[src/sv/lsti_pkg.sv]
// Shared constants, method codes and scan job type for the scan timestamp imputer.
package lsti_pkg;

    localparam int MAX_COLS = 2048;
    localparam int CNT_W    = $clog2(MAX_COLS + 1);
    localparam int IDX_W    = $clog2(MAX_COLS);
    localparam int TS_W     = 64;
    localparam int SPC_W    = 34;
    localparam int PROD_W   = TS_W + CNT_W;
    localparam int SN_W     = CNT_W + 2;
    localparam int DCNT_W   = $clog2(PROD_W);

    localparam logic [SPC_W-1:0] SPACING_RESET = SPC_W'(64'd3200000000);

    localparam logic [1:0] METHOD_DIRECT = 2'd0;
    localparam logic [1:0] METHOD_EXTRAP = 2'd1;
    localparam logic [1:0] METHOD_INTERP = 2'd2;
    localparam logic [1:0] METHOD_EMPTY  = 2'd3;

    typedef struct packed {
        logic [1:0]       kind;
        logic [TS_W-1:0]  first_value;
        logic [IDX_W-1:0] first_idx;
        logic [CNT_W-1:0] col_count;
        logic [IDX_W-1:0] prev_idx;
        logic [TS_W-1:0]  prev_value;
    } job_t;

endpackage

[src/sv/lsti_front.sv]
// Column tracker: finds first and last valid columns and issues one job per scan.
module lsti_front
    import lsti_pkg::*;
(
    input  logic            clk,
    input  logic            rst_n,
    input  logic            push,
    output logic            full,
    input  logic [TS_W-1:0] col_timestamp,
    input  logic            last_col,
    input  logic            q_full,
    output logic            q_push,
    output job_t            q_data
);

    logic             seen_reg, seen_next;
    logic [CNT_W-1:0] cnt_reg, cnt_next;
    logic             found_reg, found_next;
    logic [IDX_W-1:0] fidx_reg, fidx_next;
    logic [TS_W-1:0]  fval_reg, fval_next;
    logic [IDX_W-1:0] lidx_reg, lidx_next;
    logic [TS_W-1:0]  lval_reg, lval_next;
    logic [IDX_W-1:0] pidx_reg, pidx_next;
    logic [TS_W-1:0]  pval_reg, pval_next;

    logic             accept;
    logic             in_range;
    logic             hit;
    logic             found_e;
    logic [IDX_W-1:0] fidx_e;
    logic [TS_W-1:0]  fval_e;
    logic [IDX_W-1:0] lidx_e;
    logic [TS_W-1:0]  lval_e;
    logic [CNT_W-1:0] cnt_e;

    assign full   = q_full;
    assign accept = push && !q_full;

    always_comb
    begin
        in_range = cnt_reg < CNT_W'(MAX_COLS);
        hit      = in_range && (col_timestamp != '0);
        found_e  = found_reg || hit;
        fidx_e   = (!found_reg && hit) ? cnt_reg[IDX_W-1:0] : fidx_reg;
        fval_e   = (!found_reg && hit) ? col_timestamp : fval_reg;
        lidx_e   = hit ? cnt_reg[IDX_W-1:0] : lidx_reg;
        lval_e   = hit ? col_timestamp : lval_reg;
        cnt_e    = in_range ? cnt_reg + CNT_W'(1) : cnt_reg;

        q_data.first_value = fval_e;
        q_data.first_idx   = fidx_e;
        q_data.col_count   = cnt_e;
        q_data.prev_idx    = pidx_reg;
        q_data.prev_value  = pval_reg;
        if (!found_e)
            q_data.kind = METHOD_EMPTY;
        else if (fidx_e == '0)
            q_data.kind = METHOD_DIRECT;
        else if (!seen_reg)
            q_data.kind = METHOD_EXTRAP;
        else
            q_data.kind = METHOD_INTERP;

        q_push = accept && last_col;

        seen_next  = seen_reg;
        cnt_next   = cnt_reg;
        found_next = found_reg;
        fidx_next  = fidx_reg;
        fval_next  = fval_reg;
        lidx_next  = lidx_reg;
        lval_next  = lval_reg;
        pidx_next  = pidx_reg;
        pval_next  = pval_reg;
        if (accept)
        begin
            if (last_col)
            begin
                cnt_next   = '0;
                found_next = 1'b0;
                fidx_next  = '0;
                fval_next  = '0;
                lidx_next  = '0;
                lval_next  = '0;
                if (found_e)
                begin
                    seen_next = 1'b1;
                    pidx_next = lidx_e;
                    pval_next = lval_e;
                end
            end
            else
            begin
                cnt_next   = cnt_e;
                found_next = found_e;
                fidx_next  = fidx_e;
                fval_next  = fval_e;
                lidx_next  = lidx_e;
                lval_next  = lval_e;
            end
        end
    end

    always_ff @(posedge clk or negedge rst_n)
    begin
        if (!rst_n)
        begin
            seen_reg  <= 1'b0;
            cnt_reg   <= '0;
            found_reg <= 1'b0;
            fidx_reg  <= '0;
            fval_reg  <= '0;
            lidx_reg  <= '0;
            lval_reg  <= '0;
            pidx_reg  <= '0;
            pval_reg  <= '0;
        end
        else
        begin
            seen_reg  <= seen_next;
            cnt_reg   <= cnt_next;
            found_reg <= found_next;
            fidx_reg  <= fidx_next;
            fval_reg  <= fval_next;
            lidx_reg  <= lidx_next;
            lval_reg  <= lval_next;
            pidx_reg  <= pidx_next;
            pval_reg  <= pval_next;
        end
    end

endmodule

[src/sv/lsti_jobq.sv]
// Two-entry queue of scan jobs between the column tracker and the solver.
module lsti_jobq
    import lsti_pkg::*;
(
    input  logic clk,
    input  logic rst_n,
    input  logic push,
    input  job_t wdata,
    output logic full,
    input  logic pop,
    output logic empty,
    output job_t rdata
);

    job_t       mem_reg [2];
    logic       wptr_reg, wptr_next;
    logic       rptr_reg, rptr_next;
    logic [1:0] cnt_reg, cnt_next;
    logic       do_push;
    logic       do_pop;

    assign full    = cnt_reg == 2'd2;
    assign empty   = cnt_reg == 2'd0;
    assign rdata   = mem_reg[rptr_reg];
    assign do_push = push && !full;
    assign do_pop  = pop && !empty;

    always_comb
    begin
        wptr_next = do_push ? !wptr_reg : wptr_reg;
        rptr_next = do_pop ? !rptr_reg : rptr_reg;
        cnt_next  = cnt_reg + {1'b0, do_push} - {1'b0, do_pop};
    end

    always_ff @(posedge clk)
    begin
        if (do_push)
            mem_reg[wptr_reg] <= wdata;
    end

    always_ff @(posedge clk or negedge rst_n)
    begin
        if (!rst_n)
        begin
            wptr_reg <= 1'b0;
            rptr_reg <= 1'b0;
            cnt_reg  <= 2'd0;
        end
        else
        begin
            wptr_reg <= wptr_next;
            rptr_reg <= rptr_next;
            cnt_reg  <= cnt_next;
        end
    end

endmodule

[src/sv/lsti_back.sv]
// Scan start solver: multiply, bit-serial divide, round and clamp, result register.
module lsti_back
    import lsti_pkg::*;
(
    input  logic             clk,
    input  logic             rst_n,
    input  logic [SPC_W-1:0] spacing,
    input  logic             q_empty,
    input  job_t             q_data,
    output logic             q_pop,
    output logic             empty,
    input  logic             pop,
    output logic [TS_W-1:0]  scan_ts,
    output logic [1:0]       method
);

    localparam logic [1:0] S_IDLE = 2'd0;
    localparam logic [1:0] S_MUL  = 2'd1;
    localparam logic [1:0] S_DIV  = 2'd2;
    localparam logic [1:0] S_FIN  = 2'd3;

    localparam logic [TS_W-1:0] TS_MAX = '1;

    logic [1:0]        state_reg, state_next;
    logic [1:0]        kind_reg, kind_next;
    logic [TS_W-1:0]   y0_reg, y0_next;
    logic [TS_W-1:0]   y1_reg, y1_next;
    logic              up_reg, up_next;
    logic              spec_d_reg, spec_d_next;
    logic              spec_n_reg, spec_n_next;
    logic [TS_W-1:0]   a_reg, a_next;
    logic [CNT_W-1:0]  b_reg, b_next;
    logic [CNT_W-1:0]  d_reg, d_next;
    logic [PROD_W-1:0] prod_reg, prod_next;
    logic [CNT_W-1:0]  rem_reg, rem_next;
    logic [DCNT_W-1:0] step_reg, step_next;
    logic              oval_reg, oval_next;
    logic [TS_W-1:0]   ots_reg, ots_next;
    logic [1:0]        omth_reg, omth_next;

    logic signed [SN_W-1:0] n_s;
    logic signed [SN_W-1:0] d_s;
    logic [SN_W-1:0]        abs_n;
    logic                   gt;
    logic [TS_W-1:0]        delta;
    logic [CNT_W:0]         trial;
    logic                   fit;
    logic [TS_W-1:0]        q_sat;
    logic [TS_W:0]          sum;
    logic [TS_W-1:0]        q_dn;
    logic [TS_W-1:0]        whole;
    logic [TS_W-1:0]        t_ex;
    logic [TS_W-1:0]        res;
    logic                   slot_free;

    assign empty     = !oval_reg;
    assign scan_ts   = ots_reg;
    assign method    = omth_reg;
    assign slot_free = !oval_reg || pop;
    assign q_pop     = (state_reg == S_IDLE) && !q_empty;

    always_comb
    begin
        n_s   = $signed({2'b0, q_data.col_count}) - $signed({3'b0, q_data.prev_idx});
        d_s   = n_s + $signed({3'b0, q_data.first_idx});
        abs_n = n_s[SN_W-1] ? SN_W'(-n_s) : SN_W'(n_s);
        gt    = q_data.first_value > q_data.prev_value;
        delta = gt ? q_data.first_value - q_data.prev_value
                   : q_data.prev_value - q_data.first_value;

        trial = {rem_reg, prod_reg[PROD_W-1]};
        fit   = trial >= {1'b0, d_reg};

        q_sat = (prod_reg[PROD_W-1:TS_W] != '0) ? TS_MAX : prod_reg[TS_W-1:0];
        sum   = {1'b0, y0_reg} + {1'b0, q_sat};
        q_dn  = ((rem_reg != '0) && (q_sat != TS_MAX)) ? q_sat + TS_W'(1) : q_sat;
        whole = TS_W'(prod_reg >> 16);
        t_ex  = (y1_reg < whole) ? '0 : y1_reg - whole;
        if ((y1_reg >= whole) && (prod_reg[15:0] > 16'h8000) && (t_ex != '0))
            t_ex = t_ex - TS_W'(1);

        case (kind_reg)
            METHOD_EXTRAP: res = t_ex;
            METHOD_INTERP:
            begin
                if (spec_d_reg)
                    res = y1_reg;
                else if (spec_n_reg)
                    res = y0_reg;
                else if (up_reg)
                    res = sum[TS_W] ? TS_MAX : sum[TS_W-1:0];
                else
                    res = (y0_reg >= q_dn) ? y0_reg - q_dn : '0;
            end
            default: res = y1_reg;
        endcase

        state_next  = state_reg;
        kind_next   = kind_reg;
        y0_next     = y0_reg;
        y1_next     = y1_reg;
        up_next     = up_reg;
        spec_d_next = spec_d_reg;
        spec_n_next = spec_n_reg;
        a_next      = a_reg;
        b_next      = b_reg;
        d_next      = d_reg;
        prod_next   = prod_reg;
        rem_next    = rem_reg;
        step_next   = step_reg;
        oval_next   = oval_reg && !pop;
        ots_next    = ots_reg;
        omth_next   = omth_reg;

        case (state_reg)
            S_IDLE:
            begin
                if (!q_empty)
                begin
                    kind_next   = q_data.kind;
                    y0_next     = q_data.prev_value;
                    y1_next     = q_data.first_value;
                    up_next     = gt ^ n_s[SN_W-1];
                    spec_d_next = d_s[SN_W-1] || (d_s == '0);
                    spec_n_next = n_s == '0;
                    d_next      = d_s[CNT_W-1:0];
                    if (q_data.kind == METHOD_EXTRAP)
                    begin
                        a_next = TS_W'(spacing);
                        b_next = CNT_W'(q_data.first_idx);
                    end
                    else
                    begin
                        a_next = delta;
                        b_next = abs_n[CNT_W-1:0];
                    end
                    state_next = S_MUL;
                end
            end
            S_MUL:
            begin
                prod_next = PROD_W'(a_reg) * PROD_W'(b_reg);
                rem_next  = '0;
                step_next = '0;
                if ((kind_reg == METHOD_INTERP) && !spec_d_reg && !spec_n_reg)
                    state_next = S_DIV;
                else
                    state_next = S_FIN;
            end
            S_DIV:
            begin
                rem_next  = fit ? CNT_W'(trial - {1'b0, d_reg}) : trial[CNT_W-1:0];
                prod_next = {prod_reg[PROD_W-2:0], fit};
                step_next = step_reg + DCNT_W'(1);
                if (step_reg == DCNT_W'(PROD_W - 1))
                    state_next = S_FIN;
            end
            S_FIN:
            begin
                if (slot_free)
                begin
                    oval_next  = 1'b1;
                    ots_next   = (kind_reg == METHOD_EMPTY) ? '0 : res;
                    omth_next  = kind_reg;
                    state_next = S_IDLE;
                end
            end
            default: state_next = S_IDLE;
        endcase
    end

    always_ff @(posedge clk)
    begin
        kind_reg   <= kind_next;
        y0_reg     <= y0_next;
        y1_reg     <= y1_next;
        up_reg     <= up_next;
        spec_d_reg <= spec_d_next;
        spec_n_reg <= spec_n_next;
        a_reg      <= a_next;
        b_reg      <= b_next;
        d_reg      <= d_next;
        prod_reg   <= prod_next;
        rem_reg    <= rem_next;
        step_reg   <= step_next;
        ots_reg    <= ots_next;
        omth_reg   <= omth_next;
    end

    always_ff @(posedge clk or negedge rst_n)
    begin
        if (!rst_n)
        begin
            state_reg <= S_IDLE;
            oval_reg  <= 1'b0;
        end
        else
        begin
            state_reg <= state_next;
            oval_reg  <= oval_next;
        end
    end

endmodule

[src/sv/lidar_scan_timestamp_impute.sv]
// Scan start timestamp imputer: top level with spacing register, tracker, job queue, solver.
// Columns are taken one per cycle while the two-entry job queue has room; a column
// that ends a scan queues one job. The solver handles one job at a time: a direct,
// empty or extrapolated scan goes from idle through multiply and finish to the result
// register, as does an interpolated scan whose span is not positive or whose previous
// last column sits at the scan width. Any other interpolated scan also goes through the
// bit-serial divider, retiring one quotient bit of the 76-bit product per cycle. A finished
// job waits in the solver until the one-word output register is free, so a slow
// reader stalls the solver. full follows the job queue: it rises when scans end faster
// than they are solved or their results are not taken, and while it is high no column
// is taken, not only the last one of a scan.
module lidar_scan_timestamp_impute
    import lsti_pkg::*;
(
    input  logic             clk,
    input  logic             rst_n,
    input  logic             cfg_wr_en,
    input  logic [SPC_W-1:0] cfg_wr_data,
    input  logic             push,
    output logic             full,
    input  logic [TS_W-1:0]  col_timestamp,
    input  logic             last_col,
    output logic             empty,
    input  logic             pop,
    output logic [TS_W-1:0]  scan_ts,
    output logic [1:0]       method
);

    logic [SPC_W-1:0] spacing_reg;
    logic             jq_push;
    logic             jq_full;
    logic             jq_pop;
    logic             jq_empty;
    job_t             jq_wdata;
    job_t             jq_rdata;

    always_ff @(posedge clk or negedge rst_n)
    begin
        if (!rst_n)
            spacing_reg <= SPACING_RESET;
        else if (cfg_wr_en)
            spacing_reg <= cfg_wr_data;
    end

    lsti_front u_front (
        .clk           (clk),
        .rst_n         (rst_n),
        .push          (push),
        .full          (full),
        .col_timestamp (col_timestamp),
        .last_col      (last_col),
        .q_full        (jq_full),
        .q_push        (jq_push),
        .q_data        (jq_wdata)
    );

    lsti_jobq u_jobq (
        .clk   (clk),
        .rst_n (rst_n),
        .push  (jq_push),
        .wdata (jq_wdata),
        .full  (jq_full),
        .pop   (jq_pop),
        .empty (jq_empty),
        .rdata (jq_rdata)
    );

    lsti_back u_back (
        .clk     (clk),
        .rst_n   (rst_n),
        .spacing (spacing_reg),
        .q_empty (jq_empty),
        .q_data  (jq_rdata),
        .q_pop   (jq_pop),
        .empty   (empty),
        .pop     (pop),
        .scan_ts (scan_ts),
        .method  (method)
    );

endmodule
[config.mk]
export PLATFORM = sky130hd
export DESIGN_NAME = lidar_scan_timestamp_impute
export DESIGN_NICKNAME = d
export VERILOG_FILES = /design/src/sv/lsti_pkg.sv /design/src/sv/lsti_front.sv /design/src/sv/lsti_jobq.sv /design/src/sv/lsti_back.sv /design/src/sv/lidar_scan_timestamp_impute.sv
export SDC_FILE = /design/constraint.sdc
export NUM_CORES = 2
export LEC_CHECK = 0
export BUFFER_PORTS_ARGS = -buffer_cell sky130_fd_sc_hd__buf_4
export CAP_MARGIN = 5
export CORE_MARGIN = 2
export CORE_UTILIZATION = 59
export DETAILED_ROUTE_END_ITERATION = 8
export HOLD_SLACK_MARGIN = 0.15
export PLACE_DENSITY = 0.82
export SETUP_SLACK_MARGIN = 0.05
export SLEW_MARGIN = 30
export SYNTH_ARGS = -nofsm -noshare
export SYNTH_HDL_FRONTEND = slang
export SYNTH_HIERARCHICAL = 1
export SYNTH_SLANG_ARGS = --single-unit
[constraint.sdc]
create_clock -name clk -period 11.22 [get_ports clk]
set_clock_uncertainty 0.1 [all_clocks]
set_input_delay 1.122 -clock clk [delete_from_list [all_inputs] [get_ports clk]]
set_output_delay 1.122 -clock clk [all_outputs]
set_load 0.02 [all_outputs]
==> flow_results.org <==
** Placed design
- DP HPWL :: 268000 um
- Routability-driven placement finished with a final weighted congestion of 1.11.
- Port buffer count :: 171

** Timing
- Final Max Tran Viols :: 0
- Setup repair after global routing missed its margin :: false
- At the pin with the least slew margin, the transition time is 1160 ps.
- Relative slew margins :: 0.223
- Final hold violation count :: 0
- Endpoints failing setup :: 0
- Of the available clock period, the critical path in the final layout requires 0.766.
- For the final routed database, the setup TNS stands at 0 ps.
- Based on the critical path, the design can be clocked at up to 116 MHz.
- Subtracting the final worst setup slack from the clock period gives 8600 ps.

** Floorplanning
- The core region is 154000 sq um.
- The floorplan has 144 rows.
- The initial utilization of the core area, before any placement, comes to 0.593.
- For this design the top-level I/O count stands at 172.
- The die covers 158000 sq um.
- Height of the die :: 397 um
- Measured along the x axis, the die boundary spans 397 um.

** Synthesis
- Sorting the synthesized cells by area gives the leading types as sky130_fd_sc_hd__edfxtp_1 (23%), sky130_fd_sc_hd__fa_1 (14%), sky130_fd_sc_hd__dfrtp_1 (7.4%).
- Share of the yosys chip area belonging to registers :: 0.311
- The netlist uses 112 different library cells.
- The synthesized netlist occupies a cell area of 91200 sq um.
- Post-synth EDFFs :: 710
- The most used flip-flop cell after synthesis is sky130_fd_sc_hd__edfxtp_1.
- Counting flops with an async set or reset pin after synthesis yields a share of 0.283.
- Share of the synthesized area in the top cell type :: 0.234
- Number of synthesized register bits :: 990
- In the synthesized netlist, the number of instances is 10029.
- Synthesis produced a netlist with a net count of 11240.
- Top cell type by total area after synthesis :: sky130_fd_sc_hd__edfxtp_1
- Mean area per synthesized cell :: 9.09 sq um
- Number of warnings reported in the yosys synthesis log :: 6

** Clock tree
- Post-CTS setup buffers :: 0
- Clock tree from TritonCTS :: done
- CTS HTree Levels :: 3
- Later-pin clock latency in the skew report :: 760 ps
- In this run, post-CTS hold repair placed 0 buffers.
- In this run, CTS created clock tree buffers numbering 103.
- Buffers from clock root to sink, at most :: 3
- Post-cts gate resize count :: 0
- Root Buffer :: sky130_fd_sc_hd__clkbuf_16
- Clock Sink Count :: 990
- Clock slew at reported path FFs :: 70 ps

** Global routing
- Entering global routing, the biggest net connects 229 pins.
- Across every metal layer, demand over resource in global routing totals 0.432.
- Total congestion overflow after global routing :: 0
- The number of antenna violations at the first check in global routing was 14.
- The first global-routing pass estimated 507000 um of wire.
- The via count of the first global-routing pass is 77202.

** Critical path
- Biggest cell delay along the critical path :: 710 ps
- STA classifies the critical path startpoint as a flop.
- CP Class :: flop to flop
- Highest fanout seen on the critical path :: 23
- Max stage delay cell, worst path :: sky130_fd_sc_hd__and3_2
- CP Launch Point :: u_back/prod_reg[72]
- CP dominant cell by count :: sky130_fd_sc_hd__buf_4
- Data arrives at the worst endpoint at 8970 ps.
- Critical Path Sink Type :: flop
- Required time of the worst setup path :: 11590 ps
- Crit Reg-Reg Startpoint :: u_back/prod_reg[72]

** Route
- The detailed router finished its first iteration with 12577 violations.
- Total detailed-routing wirelength :: 346000 um
- Via count of the routed design :: 80640
- Ratio of routed vias to standard cells :: 6.77
- Avg WL per Cell :: 29.1 um
- In the routed design, unresolved DRC markers number 0.
- Number of optimization iterations in the first detailed-route pass :: 7
- Number of nets with antenna violations after routing :: 0

** Layout
- # nets final :: 10992
- Of the cells placed in the final design, the portion with a size suffix greater than 1 is 0.0788.
- Compared with the post-synthesis result, the final layout area differs by 6.40%.
- Max FFs per register :: 328
- Filler cells :: 12239

** Min path
- In this run the worst hold path is classified as flop to flop.
- The startpoint identified for the worst hold timing path is u_front/pval_reg[32].

** Flow run
- Number of maximum-capacitance constraint violations :: 0

** Status
- Outcome :: complete, no violations
## Yosys cell counts (203+ instances only)
cell	instances
sky130_fd_sc_hd__a21o_1	244
sky130_fd_sc_hd__a21oi_1	654
sky130_fd_sc_hd__and2_1	295
sky130_fd_sc_hd__clkbuf_1	500
sky130_fd_sc_hd__dfrtp_1	268
sky130_fd_sc_hd__edfxtp_1	710
sky130_fd_sc_hd__fa_1	628
sky130_fd_sc_hd__ha_1	479
sky130_fd_sc_hd__inv_1	1060
sky130_fd_sc_hd__mux2_2	203
sky130_fd_sc_hd__nand2_1	1366
sky130_fd_sc_hd__nor2_1	480
sky130_fd_sc_hd__nor3_1	264
sky130_fd_sc_hd__o21ai_0	497
sky130_fd_sc_hd__xnor2_1	251
## metrics by stage
| stage | instance area (sq um) | util | instances | hold WS [ps] | setup slack [ps] |
|---|---|---|---|---|---|
| 6_report | 97000 | 0.631 | 11916 | 354 | 2620 |
| 5_1_grt | 97000 | 0.631 | 11912 | 363 | 2250 |
| 4_1_cts | 96900 | 0.631 | 11909 | 345 | 2860 |
| 3_5_place_dp | 93400 | 0.607 | 11717 | 357 | 2900 |
| 3_3_place_gp | 93300 | 0.607 | 11716 | 349 | 3060 |
| 2_1_floorplan | 91200 | - | 10029 | 342 | 1880 |
## area by class of cell
| class | count | area (sq um) | area share |
|---|---|---|---|
| antenna | 4 | 10.0 | 0.000103 |
| multi-input combinational | 7351 | 56400 | 0.581 |
| tap | 2044 | 2560 | 0.0264 |
| timing repair buffer | 271 | 2170 | 0.0223 |
| inverter | 1064 | 4000 | 0.0412 |
| sequential | 990 | 28300 | 0.292 |
| clock buffer | 127 | 2730 | 0.0281 |
| clock inverter | 65 | 816 | 0.00841 |
## routing by layer
metal,part of all wire,GRT usage,routed length (um),vias to the layer above
met5,0.00011,0,38,-
met4,0.059,0.199,20500,6
met3,0.12,0.0906,42200,961
met2,0.43,0.640,148000,5718
met1,0.39,0.609,136000,39467
li1,-,-,-,34488
## kinds of logic (layout without fill, tap and decap cells)
logic type,after synthesis,after routing,synth area share
XOR/XNOR,391,391,0.0376
other,0,4,0
multiplexers,314,314,0.0396
flip-flops,990,990,0.311
adder cells (fa/ha/maj),1107,1107,0.204
buffers and inverters,1688,1527,0.0730
AO/OA/AOI/OAI,2512,2512,0.182
AND/OR/NAND/NOR,3027,3027,0.153
## path summary, 6_finish.rpt
path	end	slack (ps)	cells after the start
min in group asynchronous	u_back/state_reg[0]	390	1
min reg2reg	u_jobq/mem_reg[0][32]	350	0
min	u_jobq/mem_reg[0][32]	350	0
max reg2reg	u_back/scan_ts[58]	2620	28
max in group asynchronous	u_front/pval_reg[17]	9160	3
max	u_back/scan_ts[58]	2620	28
## critical path: cells and delay by family, from the launching register on
kind,cells,cell delay [ps]
AOI/OAI and AO/OA,14,3610
and+or+nand+nor,8,2610
adders and majority gates,2,700
buffers and inverters,3,630
DFF,1,410
xor gates and xnor gates,1,230
## layout by cell type, fill, tap and decap left out, types with 89 or more instances in the layout
cell and n:
sky130_fd_sc_hd__a221oi_1 115, sky130_fd_sc_hd__dfrtp_1 266, sky130_fd_sc_hd__a211oi_1 89, sky130_fd_sc_hd__o221ai_1 89
sky130_fd_sc_hd__a21o_1 244, sky130_fd_sc_hd__and2_1 294, sky130_fd_sc_hd__o211ai_1 202, sky130_fd_sc_hd__a21oi_1 653
sky130_fd_sc_hd__fa_1 628, sky130_fd_sc_hd__nand4_1 120, sky130_fd_sc_hd__nand2_1 1364, sky130_fd_sc_hd__edfxtp_1 710
sky130_fd_sc_hd__inv_1 1060, sky130_fd_sc_hd__buf_4 261, sky130_fd_sc_hd__mux2_2 203, sky130_fd_sc_hd__nand3_1 140
sky130_fd_sc_hd__xor2_1 139, sky130_fd_sc_hd__o21ai_0 494, sky130_fd_sc_hd__o21bai_1 96, sky130_fd_sc_hd__nor2_1 476
sky130_fd_sc_hd__nor3_1 263, sky130_fd_sc_hd__ha_1 477, sky130_fd_sc_hd__xnor2_1 251, sky130_fd_sc_hd__clkbuf_16 103
Power is not shown: default switching activity piles up to over one toggle a cycle in this logic, so the estimate is an artifact.
